==> src/rtl/core/ptqp_pkg.sv <==
// Shared types and constants for the two-bit pixel quantizer and packer.
package ptqp_pkg;

    // Packing geometry
    localparam int CODES_PER_WORD = 8;
    localparam int CODE_W         = 2;
    localparam int WORD_W         = 16;
    localparam int CNT_W          = (CODES_PER_WORD > 1) ? $clog2(CODES_PER_WORD) : 1;

    // Channel and lightness, range, color and configuration widths
    localparam int CHAN_W  = 8;
    localparam int RANGE_W = 7;
    localparam int COLOR_W = 24;
    localparam int CFG_W   = 24;

    // Break arithmetic: span times percent, then divide by one hundred
    localparam int PERCENT_DIV = 100;
    localparam int PROD_W      = CHAN_W + RANGE_W;
    localparam int RECIP_SHIFT = 19;
    localparam int RECIP_MUL   = ((1 << RECIP_SHIFT) + PERCENT_DIV - 1) / PERCENT_DIV;
    localparam int RECIP_W     = 13;
    localparam int QUOT_W      = PROD_W + RECIP_W - RECIP_SHIFT;

    // Queue depths
    localparam int WORK_DEPTH = 4;
    localparam int RES_DEPTH  = 2;

    // Register reset values
    localparam logic [RANGE_W-1:0] RANGE_RESET  = 7'd50;
    localparam logic [COLOR_W-1:0] TRANSP_RESET = 24'hFF00FF;

    // Configuration register indexes
    typedef enum logic [0:0] {
        CFG_RANGE_PERCENT     = 1'b0,
        CFG_TRANSPARENT_COLOR = 1'b1
    } cfg_index_t;

    // Operation codes
    typedef enum logic [0:0] {
        OP_MEASURE = 1'b0,
        OP_CONVERT = 1'b1
    } op_t;

    // Result kinds
    typedef enum logic [0:0] {
        KIND_WORD   = 1'b0,
        KIND_BREAKS = 1'b1
    } kind_t;

    // Pixel codes
    typedef enum logic [CODE_W-1:0] {
        CODE_DARK   = 2'd0,
        CODE_LIGHT  = 2'd1,
        CODE_TRANSP = 2'd2,
        CODE_MIDDLE = 2'd3
    } code_t;

    // Input item
    typedef struct packed {
        logic              op;
        logic [CHAN_W-1:0] red;
        logic [CHAN_W-1:0] green;
        logic [CHAN_W-1:0] blue;
        logic              first;
        logic              last;
    } pixel_t;

    // Result item
    typedef struct packed {
        logic              kind;
        logic [WORD_W-1:0] packed_word;
        logic [CHAN_W-1:0] low_threshold;
        logic [CHAN_W-1:0] high_threshold;
        logic              final_word;
    } result_t;

    // Classified item between front and back
    typedef struct packed {
        logic              op;
        logic [CHAN_W-1:0] light;
        logic              transp;
        logic              first;
        logic              last;
    } work_t;

endpackage

==> src/rtl/core/ptqp_front.sv <==
// Front end: accepts pixels, derives lightness and transparency, queues them.
module ptqp_front (
    input  logic                          clk,
    input  logic                          rst_n,
    input  logic                          push,
    input  ptqp_pkg::pixel_t              pixel,
    output logic                          full,
    input  logic [ptqp_pkg::COLOR_W-1:0]  transparent_color,
    output logic                          item_valid,
    output ptqp_pkg::work_t               item,
    input  logic                          item_pop
);

    localparam int PTR_W = (ptqp_pkg::WORK_DEPTH > 1) ? $clog2(ptqp_pkg::WORK_DEPTH) : 1;
    localparam int CNT_W = $clog2(ptqp_pkg::WORK_DEPTH + 1);

    ptqp_pkg::work_t            mem_reg [ptqp_pkg::WORK_DEPTH];
    logic [PTR_W-1:0]           wr_ptr_reg, wr_ptr_next;
    logic [PTR_W-1:0]           rd_ptr_reg, rd_ptr_next;
    logic [CNT_W-1:0]           count_reg, count_next;
    logic [ptqp_pkg::CHAN_W-1:0] hi_chan, lo_chan;
    logic [ptqp_pkg::CHAN_W:0]   light_sum;
    ptqp_pkg::work_t            classified;
    logic                       do_push, do_pop;

    // Take the largest and smallest channel
    always_comb
    begin
        hi_chan = pixel.red;
        lo_chan = pixel.red;
        if (pixel.green > hi_chan) hi_chan = pixel.green;
        if (pixel.blue  > hi_chan) hi_chan = pixel.blue;
        if (pixel.green < lo_chan) lo_chan = pixel.green;
        if (pixel.blue  < lo_chan) lo_chan = pixel.blue;
    end

    // Classify the incoming item
    assign light_sum         = {1'b0, hi_chan} + {1'b0, lo_chan};
    assign classified.op     = pixel.op;
    assign classified.light  = light_sum[ptqp_pkg::CHAN_W:1];
    assign classified.transp = ({pixel.red, pixel.green, pixel.blue} == transparent_color);
    assign classified.first  = pixel.first;
    assign classified.last   = pixel.last;

    // Queue status
    assign full       = (count_reg == CNT_W'(ptqp_pkg::WORK_DEPTH));
    assign item_valid = (count_reg != '0);
    assign item       = mem_reg[rd_ptr_reg];
    assign do_push    = push && !full;
    assign do_pop     = item_pop && item_valid;

    // Advance pointers and count
    always_comb
    begin
        wr_ptr_next = wr_ptr_reg;
        rd_ptr_next = rd_ptr_reg;
        count_next  = count_reg;
        if (do_push)
        begin
            wr_ptr_next = (wr_ptr_reg == PTR_W'(ptqp_pkg::WORK_DEPTH - 1)) ? '0
                                                                          : wr_ptr_reg + 1'b1;
        end
        if (do_pop)
        begin
            rd_ptr_next = (rd_ptr_reg == PTR_W'(ptqp_pkg::WORK_DEPTH - 1)) ? '0
                                                                          : rd_ptr_reg + 1'b1;
        end
        if (do_push && !do_pop)
        begin
            count_next = count_reg + 1'b1;
        end
        else if (do_pop && !do_push)
        begin
            count_next = count_reg - 1'b1;
        end
    end

    // Hold control state
    always_ff @(posedge clk or negedge rst_n)
    begin
        if (!rst_n)
        begin
            wr_ptr_reg <= '0;
            rd_ptr_reg <= '0;
            count_reg  <= '0;
        end
        else
        begin
            wr_ptr_reg <= wr_ptr_next;
            rd_ptr_reg <= rd_ptr_next;
            count_reg  <= count_next;
        end
    end

    // Store the classified item
    always_ff @(posedge clk)
    begin
        if (do_push)
        begin
            mem_reg[wr_ptr_reg] <= classified;
        end
    end

endmodule

==> src/rtl/core/ptqp_back.sv <==
// Back end: tracks lightness range, derives breaks, codes and packs pixels.
module ptqp_back (
    input  logic                          clk,
    input  logic                          rst_n,
    input  logic [ptqp_pkg::RANGE_W-1:0]  range_percent,
    input  logic                          item_valid,
    input  ptqp_pkg::work_t               item,
    output logic                          item_pop,
    input  logic                          res_full,
    output logic                          res_push,
    output ptqp_pkg::result_t             res_item
);

    localparam int CHAN_W = ptqp_pkg::CHAN_W;
    localparam int CPW    = ptqp_pkg::CODES_PER_WORD;
    localparam int CNT_W  = ptqp_pkg::CNT_W;
    localparam int PROD_W = ptqp_pkg::PROD_W;
    localparam int FULL_W = ptqp_pkg::PROD_W + ptqp_pkg::RECIP_W;
    localparam int QUOT_W = ptqp_pkg::QUOT_W;
    localparam int SUM_W  = QUOT_W + 1;

    typedef enum logic [1:0] {
        ST_RUN,
        ST_MUL,
        ST_DIV
    } state_t;

    state_t                              state_reg, state_next;
    logic [CHAN_W-1:0]                   min_reg, min_next;
    logic [CHAN_W-1:0]                   max_reg, max_next;
    logic [CHAN_W-1:0]                   low_reg, low_next;
    logic [CHAN_W-1:0]                   high_reg, high_next;
    logic [CHAN_W-1:0]                   mid_reg, mid_next;
    logic [PROD_W-1:0]                   prod_lo_reg, prod_lo_next;
    logic [PROD_W-1:0]                   prod_hi_reg, prod_hi_next;
    logic [CPW-1:0][ptqp_pkg::CODE_W-1:0] slots_reg, slots_next;
    logic [CNT_W-1:0]                    count_reg, count_next;

    logic                                take;
    ptqp_pkg::code_t                     code;
    logic [CNT_W-1:0]                    idx;
    logic [CPW-1:0][ptqp_pkg::CODE_W-1:0] merged;
    logic                                wrap;
    logic [CHAN_W:0]                     mm_sum;
    logic [CHAN_W-1:0]                   mid_c, dlo, dhi;
    logic [FULL_W-1:0]                   qfull_lo, qfull_hi;
    logic [QUOT_W-1:0]                   q_lo, q_hi;
    logic [SUM_W-1:0]                    low_s, high_s;
    logic [CHAN_W-1:0]                   low_sat, high_sat;

    assign take = (state_reg == ST_RUN) && item_valid && !res_full;
    assign item_pop = take;

    // Code the pixel against the current breaks
    always_comb
    begin
        if (item.transp)
            code = ptqp_pkg::CODE_TRANSP;
        else if (item.light >= high_reg)
            code = ptqp_pkg::CODE_LIGHT;
        else if (item.light <= low_reg)
            code = ptqp_pkg::CODE_DARK;
        else
            code = ptqp_pkg::CODE_MIDDLE;
    end

    // Merge the code into the word; a first pixel drops any partial word
    always_comb
    begin
        idx         = item.first ? '0 : count_reg;
        merged      = item.first ? '0 : slots_reg;
        merged[idx] = code;
        wrap        = (idx == CNT_W'(CPW - 1)) || item.last;
    end

    // Midpoint and the spans from it to the minimum and maximum
    always_comb
    begin
        mm_sum = {1'b0, min_reg} + {1'b0, max_reg};
        mid_c  = mm_sum[CHAN_W:1];
        dlo    = mid_c - min_reg;
        dhi    = max_reg - mid_c;
    end

    // Divide by one hundred through the reciprocal, offset from the midpoint, then saturate
    always_comb
    begin
        qfull_lo = FULL_W'(prod_lo_reg) * FULL_W'(ptqp_pkg::RECIP_MUL);
        qfull_hi = FULL_W'(prod_hi_reg) * FULL_W'(ptqp_pkg::RECIP_MUL);
        q_lo     = qfull_lo[FULL_W-1:ptqp_pkg::RECIP_SHIFT];
        q_hi     = qfull_hi[FULL_W-1:ptqp_pkg::RECIP_SHIFT];
        low_s    = SUM_W'(mid_reg) - SUM_W'(q_lo);
        high_s   = SUM_W'(mid_reg) + SUM_W'(q_hi);
        low_sat  = low_s[SUM_W-1] ? '0 : low_s[CHAN_W-1:0];
        high_sat = (high_s > SUM_W'((1 << CHAN_W) - 1)) ? '1 : high_s[CHAN_W-1:0];
    end

    // Next state and result
    always_comb
    begin
        state_next   = state_reg;
        min_next     = min_reg;
        max_next     = max_reg;
        low_next     = low_reg;
        high_next    = high_reg;
        mid_next     = mid_reg;
        prod_lo_next = prod_lo_reg;
        prod_hi_next = prod_hi_reg;
        slots_next   = slots_reg;
        count_next   = count_reg;
        res_push     = 1'b0;
        res_item     = '0;
        unique case (state_reg)
            ST_RUN:
            begin
                if (take)
                begin
                    if (item.op == ptqp_pkg::OP_MEASURE)
                    begin
                        if (item.first)
                        begin
                            min_next = item.light;
                            max_next = item.light;
                        end
                        else if (!item.transp)
                        begin
                            if (item.light < min_reg) min_next = item.light;
                            if (item.light > max_reg) max_next = item.light;
                        end
                        if (item.last)
                        begin
                            state_next = ST_MUL;
                        end
                    end
                    else
                    begin
                        if (wrap)
                        begin
                            res_push                = 1'b1;
                            res_item.kind           = ptqp_pkg::KIND_WORD;
                            res_item.packed_word    = ptqp_pkg::WORD_W'(merged);
                            res_item.final_word     = item.last;
                            slots_next              = '0;
                            count_next              = '0;
                        end
                        else
                        begin
                            slots_next = merged;
                            count_next = idx + 1'b1;
                        end
                    end
                end
            end
            ST_MUL:
            begin
                mid_next     = mid_c;
                prod_lo_next = PROD_W'(dlo) * PROD_W'(range_percent);
                prod_hi_next = PROD_W'(dhi) * PROD_W'(range_percent);
                state_next   = ST_DIV;
            end
            ST_DIV:
            begin
                if (!res_full)
                begin
                    low_next                = low_sat;
                    high_next               = high_sat;
                    res_push                = 1'b1;
                    res_item.kind           = ptqp_pkg::KIND_BREAKS;
                    res_item.low_threshold  = low_sat;
                    res_item.high_threshold = high_sat;
                    res_item.final_word     = 1'b1;
                    state_next              = ST_RUN;
                end
            end
            default:
            begin
                state_next = ST_RUN;
            end
        endcase
    end

    // Hold state and arithmetic registers
    always_ff @(posedge clk or negedge rst_n)
    begin
        if (!rst_n)
        begin
            state_reg   <= ST_RUN;
            min_reg     <= '0;
            max_reg     <= '0;
            low_reg     <= '0;
            high_reg    <= '0;
            mid_reg     <= '0;
            prod_lo_reg <= '0;
            prod_hi_reg <= '0;
            slots_reg   <= '0;
            count_reg   <= '0;
        end
        else
        begin
            state_reg   <= state_next;
            min_reg     <= min_next;
            max_reg     <= max_next;
            low_reg     <= low_next;
            high_reg    <= high_next;
            mid_reg     <= mid_next;
            prod_lo_reg <= prod_lo_next;
            prod_hi_reg <= prod_hi_next;
            slots_reg   <= slots_next;
            count_reg   <= count_next;
        end
    end

endmodule

==> src/rtl/core/ptqp_resq.sv <==
// Result queue: holds finished items until the consumer pops them.
module ptqp_resq (
    input  logic               clk,
    input  logic               rst_n,
    input  logic               res_push,
    input  ptqp_pkg::result_t  res_item,
    output logic               res_full,
    output logic               empty,
    input  logic               pop,
    output ptqp_pkg::result_t  result
);

    localparam int PTR_W = (ptqp_pkg::RES_DEPTH > 1) ? $clog2(ptqp_pkg::RES_DEPTH) : 1;
    localparam int CNT_W = $clog2(ptqp_pkg::RES_DEPTH + 1);

    ptqp_pkg::result_t mem_reg [ptqp_pkg::RES_DEPTH];
    logic [PTR_W-1:0]  wr_ptr_reg, wr_ptr_next;
    logic [PTR_W-1:0]  rd_ptr_reg, rd_ptr_next;
    logic [CNT_W-1:0]  count_reg, count_next;
    logic              do_push, do_pop;

    assign res_full = (count_reg == CNT_W'(ptqp_pkg::RES_DEPTH));
    assign empty    = (count_reg == '0);
    assign result   = mem_reg[rd_ptr_reg];
    assign do_push  = res_push && !res_full;
    assign do_pop   = pop && !empty;

    // Advance pointers and count
    always_comb
    begin
        wr_ptr_next = wr_ptr_reg;
        rd_ptr_next = rd_ptr_reg;
        count_next  = count_reg;
        if (do_push)
        begin
            wr_ptr_next = (wr_ptr_reg == PTR_W'(ptqp_pkg::RES_DEPTH - 1)) ? '0
                                                                         : wr_ptr_reg + 1'b1;
        end
        if (do_pop)
        begin
            rd_ptr_next = (rd_ptr_reg == PTR_W'(ptqp_pkg::RES_DEPTH - 1)) ? '0
                                                                         : rd_ptr_reg + 1'b1;
        end
        if (do_push && !do_pop)
        begin
            count_next = count_reg + 1'b1;
        end
        else if (do_pop && !do_push)
        begin
            count_next = count_reg - 1'b1;
        end
    end

    // Hold control state
    always_ff @(posedge clk or negedge rst_n)
    begin
        if (!rst_n)
        begin
            wr_ptr_reg <= '0;
            rd_ptr_reg <= '0;
            count_reg  <= '0;
        end
        else
        begin
            wr_ptr_reg <= wr_ptr_next;
            rd_ptr_reg <= rd_ptr_next;
            count_reg  <= count_next;
        end
    end

    // Store the item
    always_ff @(posedge clk)
    begin
        if (do_push)
        begin
            mem_reg[wr_ptr_reg] <= res_item;
        end
    end

endmodule

==> src/rtl/core/pixel_two_bit_quantizer_packer_core.sv <==
// Top level of the two-bit pixel quantizer and packer.
//
//   channel   direction  handshake            payload
//   pixel     in         push / full          pixel   (ptqp_pkg::pixel_t)
//   result    out        empty / pop          result  (ptqp_pkg::result_t)
//   config    in         wr_en                wr_index, wr_data
//
// One pixel is accepted per clock while full is low. A word passes through the work
// queue and the result queue before it shows on the result ports; break values
// follow the last measure pixel once the back end has passed its multiply and divide
// states, while the work queue absorbs pixels.
// Async active-low reset clears queues, breaks and word and loads the config reset values.
// Withheld pops stall the back end once the two-entry result queue fills, then full rises.
module pixel_two_bit_quantizer_packer_core (
    input  logic                          clk,
    input  logic                          rst_n,
    input  logic                          push,
    input  ptqp_pkg::pixel_t              pixel,
    output logic                          full,
    output logic                          empty,
    input  logic                          pop,
    output ptqp_pkg::result_t             result,
    input  logic                          wr_en,
    input  ptqp_pkg::cfg_index_t          wr_index,
    input  logic [ptqp_pkg::CFG_W-1:0]    wr_data
);

    logic [ptqp_pkg::RANGE_W-1:0] range_reg;
    logic [ptqp_pkg::COLOR_W-1:0] transp_reg;
    logic                         item_valid;
    logic                         item_pop;
    ptqp_pkg::work_t              item;
    logic                         res_full;
    logic                         res_push;
    ptqp_pkg::result_t            res_item;

    // Write configuration registers
    always_ff @(posedge clk or negedge rst_n)
    begin
        if (!rst_n)
        begin
            range_reg  <= ptqp_pkg::RANGE_RESET;
            transp_reg <= ptqp_pkg::TRANSP_RESET;
        end
        else if (wr_en)
        begin
            unique case (wr_index)
                ptqp_pkg::CFG_RANGE_PERCENT:
                    range_reg <= wr_data[ptqp_pkg::RANGE_W-1:0];
                ptqp_pkg::CFG_TRANSPARENT_COLOR:
                    transp_reg <= wr_data[ptqp_pkg::COLOR_W-1:0];
                default:
                    range_reg <= range_reg;
            endcase
        end
    end

    // Accept and classify
    ptqp_front u_front (
        .clk               (clk),
        .rst_n             (rst_n),
        .push              (push),
        .pixel             (pixel),
        .full              (full),
        .transparent_color (transp_reg),
        .item_valid        (item_valid),
        .item              (item),
        .item_pop          (item_pop)
    );

    // Measure, code and pack
    ptqp_back u_back (
        .clk           (clk),
        .rst_n         (rst_n),
        .range_percent (range_reg),
        .item_valid    (item_valid),
        .item          (item),
        .item_pop      (item_pop),
        .res_full      (res_full),
        .res_push      (res_push),
        .res_item      (res_item)
    );

    // Buffer results
    ptqp_resq u_resq (
        .clk      (clk),
        .rst_n    (rst_n),
        .res_push (res_push),
        .res_item (res_item),
        .res_full (res_full),
        .empty    (empty),
        .pop      (pop),
        .result   (result)
    );

    // The back end never pushes into a full result queue
    assert property (@(posedge clk) disable iff (!rst_n) res_push |-> !res_full)
        else $error("result pushed into full queue");

    // The back end only takes items that are waiting
    assert property (@(posedge clk) disable iff (!rst_n) item_pop |-> item_valid)
        else $error("work item popped from empty queue");

    // A pushed result is visible on the next cycle
    assert property (@(posedge clk) disable iff (!rst_n) res_push |=> !empty)
        else $error("pushed result not visible");

endmodule

==> config.mk <==
export PLATFORM = sky130hd
export DESIGN_NAME = pixel_two_bit_quantizer_packer_core
export DESIGN_NICKNAME = d
export VERILOG_FILES = /design/src/rtl/core/ptqp_pkg.sv /design/src/rtl/core/ptqp_front.sv /design/src/rtl/core/ptqp_back.sv /design/src/rtl/core/ptqp_resq.sv /design/src/rtl/core/pixel_two_bit_quantizer_packer_core.sv
export SDC_FILE = /design/constraint.sdc
export NUM_CORES = 1
export LEC_CHECK = 0
export BUFFER_PORTS_ARGS = -buffer_cell sky130_fd_sc_hd__buf_4
export CAP_MARGIN = 20
export CORE_ASPECT_RATIO = 0.75
export CORE_MARGIN = 3
export CORE_UTILIZATION = 39
export CTS_BUF_LIST = sky130_fd_sc_hd__clkbuf_4 sky130_fd_sc_hd__clkbuf_8 sky130_fd_sc_hd__clkbuf_16
export CTS_CLUSTER_SIZE = 20
export DETAILED_ROUTE_END_ITERATION = 10
export PLACE_DENSITY = 0.58
export SYNTH_ARGS = -nofsm -noshare
export SYNTH_HDL_FRONTEND = slang
export SYNTH_SLANG_ARGS = --single-unit
==> constraint.sdc <==
create_clock -name clk -period 6.89 [get_ports clk]
set_clock_uncertainty 0.1 [all_clocks]
set_input_delay 0.689 -clock clk [delete_from_list [all_inputs] [get_ports clk]]
set_output_delay 0.689 -clock clk [all_outputs]
set_load 0.02 [all_outputs]
Word level (Yosys, flattened, before mapping)
Memories as Yosys holds them, arrays and structs flattened.
Index checks and enable logic that the tools add are counted.
{"block": "word_totals", "reg_bits": 133, "ramBits": 116, "in_bits": 57, "out_inout_bits": 36, "mem_count": 2}
{"block": "op_classes", "n_addsub": 15, "n_mul": 4, "order_cmp": 11, "n_eq_ne": 13, "n_mux": 55, "bitwise": 3, "n_reduce_logical": 33}
{"name": "u_resq.mem_reg", "words": 2, "word_bits": 34, "rd": 1, "rd_clocked_by_memory_dff": 0, "wr": 1, "line_no": "ptqp_resq.sv:16", "rtl": "ptqp_pkg::result_t mem_reg [ptqp_pkg::RES_DEPTH];"}
{"name": "u_front.mem_reg", "words": 4, "word_bits": 12, "rd": 1, "rd_clocked_by_memory_dff": 0, "wr": 1, "line_no": "ptqp_front.sv:17", "rtl": "ptqp_pkg::work_t mem_reg [ptqp_pkg::WORK_DEPTH];"}
{"op": "$mux W8", "n": 12}
{"op": "$mux W16", "n": 5}
{"op": "$mul A15 B13 Y28 const B", "n": 2}
{"op": "$mux W17", "n": 3}
{"op": "$mul A8 B7 Y15", "n": 2}
{"op": "$eq A24 B24 Y1", "n": 1}
{"op": "$gt A8 B8 Y1", "n": 3}
{"op": "$lt A8 B8 Y1", "n": 3}
{"op": "$mux W2", "n": 12}
{"op": "$add A8 B8 Y9", "n": 2}
{"op": "$bwmux W16", "n": 1}
{"op": "$sub A8 B8 Y8", "n": 2}
{"op": "$mux W1", "n": 13}
{"op": "$mux W3", "n": 4}
{"op": "$logic_and A1 B1 Y1", "n": 11}
{"op": "$add A8 B9 Y10", "n": 1}
{"op": "$gt A10 B8 Y1 const B", "n": 1}
{"op": "$reduce_and A5 Y1", "n": 2}
{"op": "$sub A8 B9 Y10", "n": 1}
{"op": "$eq A2 B2 Y1 const B", "n": 4}
{"op": "$ge A8 B8 Y1", "n": 1}
{"op": "$le A8 B8 Y1", "n": 1}
{"op": "$ne A2 B2 Y1 const B", "n": 4}
{"op": "$reduce_bool A2 Y1", "n": 4}
{"op": "other kinds (21)", "n": 39}

Depth between registers and ports, before layout
An unclocked memory read counts as a cell.
{"block": "depth", "depth_word": 13, "ltp_mapped": 31, "ltp_nobuf": 30}

Hierarchy
Synthesis repeated with hierarchy kept, for this count alone.
{"block": "unflattened", "hier_cells": 2303, "area_unflattened_um2": 24435.9}
{"mod": "ptqp_back", "instances": 1, "cells_each": 1796, "area_per_inst_um2": 16638.5, "seq_area_each_um2": 2277.2}
{"mod": "ptqp_front", "instances": 1, "cells_each": 315, "area_per_inst_um2": 3726.1, "seq_area_each_um2": 1616.6}
{"mod": "ptqp_resq", "instances": 1, "cells_each": 125, "area_per_inst_um2": 2801.4, "seq_area_each_um2": 2142.1}
{"mod": "pixel_two_bit_quantizer_packer_core", "instances": 1, "cells_each": 67, "area_per_inst_um2": 1270.0, "seq_area_each_um2": 799.5}

Least setup slack after synthesis
Ideal clock, no wire load.
{"block": "synth_timing", "path_type": "flip-flop to flip-flop", "start": "register u_back.prod_hi_reg[4]", "end": "memory u_resq.mem_reg[0][1] (netlist name) (data pin)", "arrival_ns": 6.310, "required_ns": 6.507, "setup_slack_ns": 0.197, "stages_incl_launch_ff": 29, "n_path_buf": 0, "path_cell_list": "dfrtp_1 -> inv_1 -> fa_1 -> inv_1 -> ha_1 -> fa_1 -> inv_1 -> fa_1 -> inv_1 -> fa_1 -> ha_1 -> a211o_1 -> a21oi_1 -> o211ai_1 -> nand2_1 -> nand2_1 -> o21a_1 -> nor2_1 -> xnor2_1 -> inv_1 -> fa_1 -> nand3b_1 -> a21boi_0 -> o21ai_0 -> a21boi_0 -> o21ai_0 -> or3_1 -> mux2i_1 -> a21oi_1"}
{"item": "from (decl)", "line_no": "ptqp_back.sv:35", "rtl": "logic [PROD_W-1:0] prod_hi_reg, prod_hi_next;"}
{"item": "from (signal assigned)", "line_no": "ptqp_back.sv:207", "rtl": "prod_hi_reg <= prod_hi_next;"}
{"item": "to (decl)", "line_no": "ptqp_resq.sv:16"}

Worst setup path after layout
{"block": "layout_timing", "start": "register u_back.prod_hi_reg[6]", "end": "register u_back.high_reg[3]"}
{"block": "layout_between", "elab_chain_cells": 4}
{"item": "$mul A15 B13 Y28 *", "line_no": "ptqp_back.sv:89", "rtl": "qfull_hi = FULL_W'(prod_hi_reg) * FULL_W'(ptqp_pkg::RECIP_MUL);"}
{"item": "$add A8 B9 Y10 *", "line_no": "ptqp_back.sv:93", "rtl": "high_s = SUM_W'(mid_reg) + SUM_W'(q_hi);"}
{"item": "$gt A10 B8 Y1", "line_no": "ptqp_back.sv:95", "rtl": "high_sat = (high_s > SUM_W'((1 << CHAN_W) - 1)) ? '1 : high_s[CHAN_W-1:0];"}
{"item": "$mux W8 *", "line_no": "ptqp_back.sv:95"}
{"item": "to (signal assigned)", "line_no": "ptqp_back.sv:204", "rtl": "high_reg <= high_next;"}
{"item": "to (decl)", "line_no": "ptqp_back.sv:32", "rtl": "logic [CHAN_W-1:0] high_reg, high_next;"}
Every way passes the cells marked *; elsewhere a longest branch is shown, timed or not.
A chain may end at the register's enable or synchronous reset.

==> impl_results.md <==
* Run status: finished clean
* Largest net degree at the start of global routing at just under 80
* Drt pass-1 iters at 5
* Max frequency at 0.1492 GHz
* Top cell type's share of synthesized area at 19.70%
* Synth top area cells: ha_1 20%, fa_1 17%, edfxtp_1 15%
* Core box area at roughly 60000 sq um
* Tot GR Track Use at 17.03%
* Total Wirelength at 53940 um
* Longest Clk Path Bufs at 3
* Setup crit end kind: register
* Largest area contributor in the synthesized netlist: ha_1
* Antenna-violating nets left at 0
* Die width at 291.4 um
* Routed vias/inst at 5.040
* Number of fill cells in the layout at approximately 5500
* Iteration-0 DRC count of the detailed router at 760
* Tmin final at 6703 ps
* Mapped Avg Cell Area at 10.57 sq um
* Worst EP required at 7180 ps
* Distinct cells, synth at 83
* First-pass GRT wire length at 88780 um
* Fin. max-slew vios at 0
* Final Util at 45.79%
* Initial antenna violation count at 1
* Number of synthesized flops with an enable pin at 116
* Via count at 16200
* Worst skew pair latency at 550 ps
* Slew @ Worst Pin at around 1000 ps
* Layout cells sized above 1 at approximately 17%
* Vias in the first global route at 16720
* Register area at around 6800 sq um
* RSZ-0062 raised after global routing: true
* Worst Hold Class: input pin to async pin
* Initial core utilization at 39.94%
* Global route overflow at 0
* Routability Congestion at 0.8699
* IO Count at 93
* Root buf cell: clkbuf_16
* Synth-to-layout area growth at 14.64%
* Multi-input logic area at 15740 sq um
* # DRC at 0
* Htree depth at 1
* Prevailing post-synth register cell: edfxtp_1
* WS Path Type: register to register
* Post-synthesis sequential area ratio at 28.70%
* Register bit total from synthesis at 249
* Max-cap violations at 0
* Async SR Flop Fraction at a little over half
* # setup viols final at 0
* Net Count, Synth at a little under 3000
* Clock sink count at 249
* Port Buf Inserts at 92
* Worst Path Arrival at approximately 7000 ps
* Die H at approximately 220 um
* Row cnt at 77
* Relative slew slack at roughly 32%
* Final net count at 3040
* Final period util at 97.29%
* Worst-path maximum fanout at 4
* Final Hold Viols at 0
* Synthesized cell area at 23820 sq um
* # diodes at 0
* DR WL/cell at 16.78 um
* CTS tree: done
* Die area at around 64000 sq um
* Reg2Reg Setup Slack at approximately 190 ps
* Post-CTS Hold Buffers at 0
* Clock-pin slew on the worst setup and hold paths at 70 ps
* Syn Inst Count at 2253
* Cts bufs inserted at 27
* DPL Wire Length at 43780 um
* Yosys warnings at 0
* Critical path startpoint category: register
* Largest register FFs at 68
==> synthesized netlist by cell type (42+ instances only) <==
master / instances
ha_1: 375
a21oi_1: 97
inv_1: 382
and2_1: 42
dfrtp_1: 114
xor2_1: 54
o21ai_0: 84
mux2_2: 84
edfxtp_1: 116
fa_1: 203
nand2_1: 182
nor2_1: 85
xnor2_1: 49
==> final timing paths <==
path,start,endpoint,cells past startpoint
min in group clk,pixel[26],u_front.mem_reg[2][11],1
hold / removal,rst_n,transp_reg[12],1
setup reg to reg,u_back.prod_hi_reg[6],u_back.high_reg[3],27
setup / recovery,u_back.prod_hi_reg[6],u_back.high_reg[3],27
hold reg to reg,u_back.slots_reg[5],u_back.slots_reg[5],2
max in group asynchronous,rst_n,u_back.prod_hi_reg[7],3
==> metal layers <==
metal,GRT usage [%],up-vias,wire [um]
li1,-,7881,-
met1,25.73,7955,27390
met2,26.43,319,23260
met3,2.529,45,2625
met4,2.344,2,642
met5,0,-,20
==> placed cells by master (no fill, tap or decap), types with 8 or more instances in the layout <==
cell type	instances
edfxtp_1	116
nand2b_1	22
xor2_1	54
nand2_1	181
a21oi_1	83
ha_4	8
mux4_2	11
nor2b_1	29
mux2_1	8
clkbuf_16	27
ha_1	366
o21a_1	17
nand3_1	18
o21ai_1	11
o21ai_0	77
mux2i_1	10
nor2_1	79
a21oi_2	14
nand4_1	8
or2_2	8
inv_1	379
o21bai_1	11
o22ai_1	16
dfrtp_1	107
bufinv_16	9
and2_1	42
nor3_1	17
a21o_1	33
mux2_2	84
buf_4	157
xnor2_1	42
fa_1	200
dfstp_2	19
==> critical path: stages, from the launching register on <==
cell and delay, ps:
dfrtp_1 410, buf_4 160, fa_1 470, ha_1 250
fa_1 490, fa_1 490, inv_1 50, fa_1 540
inv_1 50, ha_1 300, a21o_1 180, a21oi_2 160
o211ai_1 130, nand2_1 120, nand2_2 90, o21a_1 230
nor2_4 120, o21bai_1 100, xor2_1 150, ha_1 340
a21o_1 190, a21o_1 190, a21oi_2 180, o21ai_2 100
or3_1 360, or2_1 270, mux2i_4 230, a22oi_1 100
==> logic make-up after synthesis <==
logic type | count (synthesis) | share of synthesized area [%]
mux | 115 | 5.909
simple gates | 449 | 8.982
fa+ha+maj | 578 | 36.76
buf+inv | 423 | 6.718
compound gates | 335 | 9.056
xor+xnor | 104 | 3.882
flops | 249 | 28.70
==> area by class of cell <==
| class | instances | area share [%] |
|---|---|---|
| sequential | 249 | 25.06 |
| clock inverter | 19 | 1.200 |
| tap | 790 | 3.620 |
| multi-input combinational | 1582 | 57.62 |
| inverter | 382 | 5.251 |
| timing repair buffer | 163 | 4.687 |
| clock buffer | 30 | 2.557 |
==> timing repair <==
action,in CTS,in global routing
gates cloned,1,0
setup endpoints to repair,36,53
buffers inserted,6,18
resized for setup,14,68
pin swaps,1,52
==> stage by stage <==
step	setup slack, ps	hold WS, ps	TNS (ps)	instance area, sq um	cells
floorplan	196.5	293.4	0	23820	2253
global placement	14.46	356.1	0	25680	3138
detailed placement	-293.5	370.9	-5270	25680	3138
CTS	-12.88	16.55	-12.88	26800	3194
global route	-62.09	28.75	-1292	27310	3215
finish	186.9	13.38	0	27310	3215
Power is not shown: default switching activity piles up to over one toggle a cycle in this logic, so the estimate is an artifact.
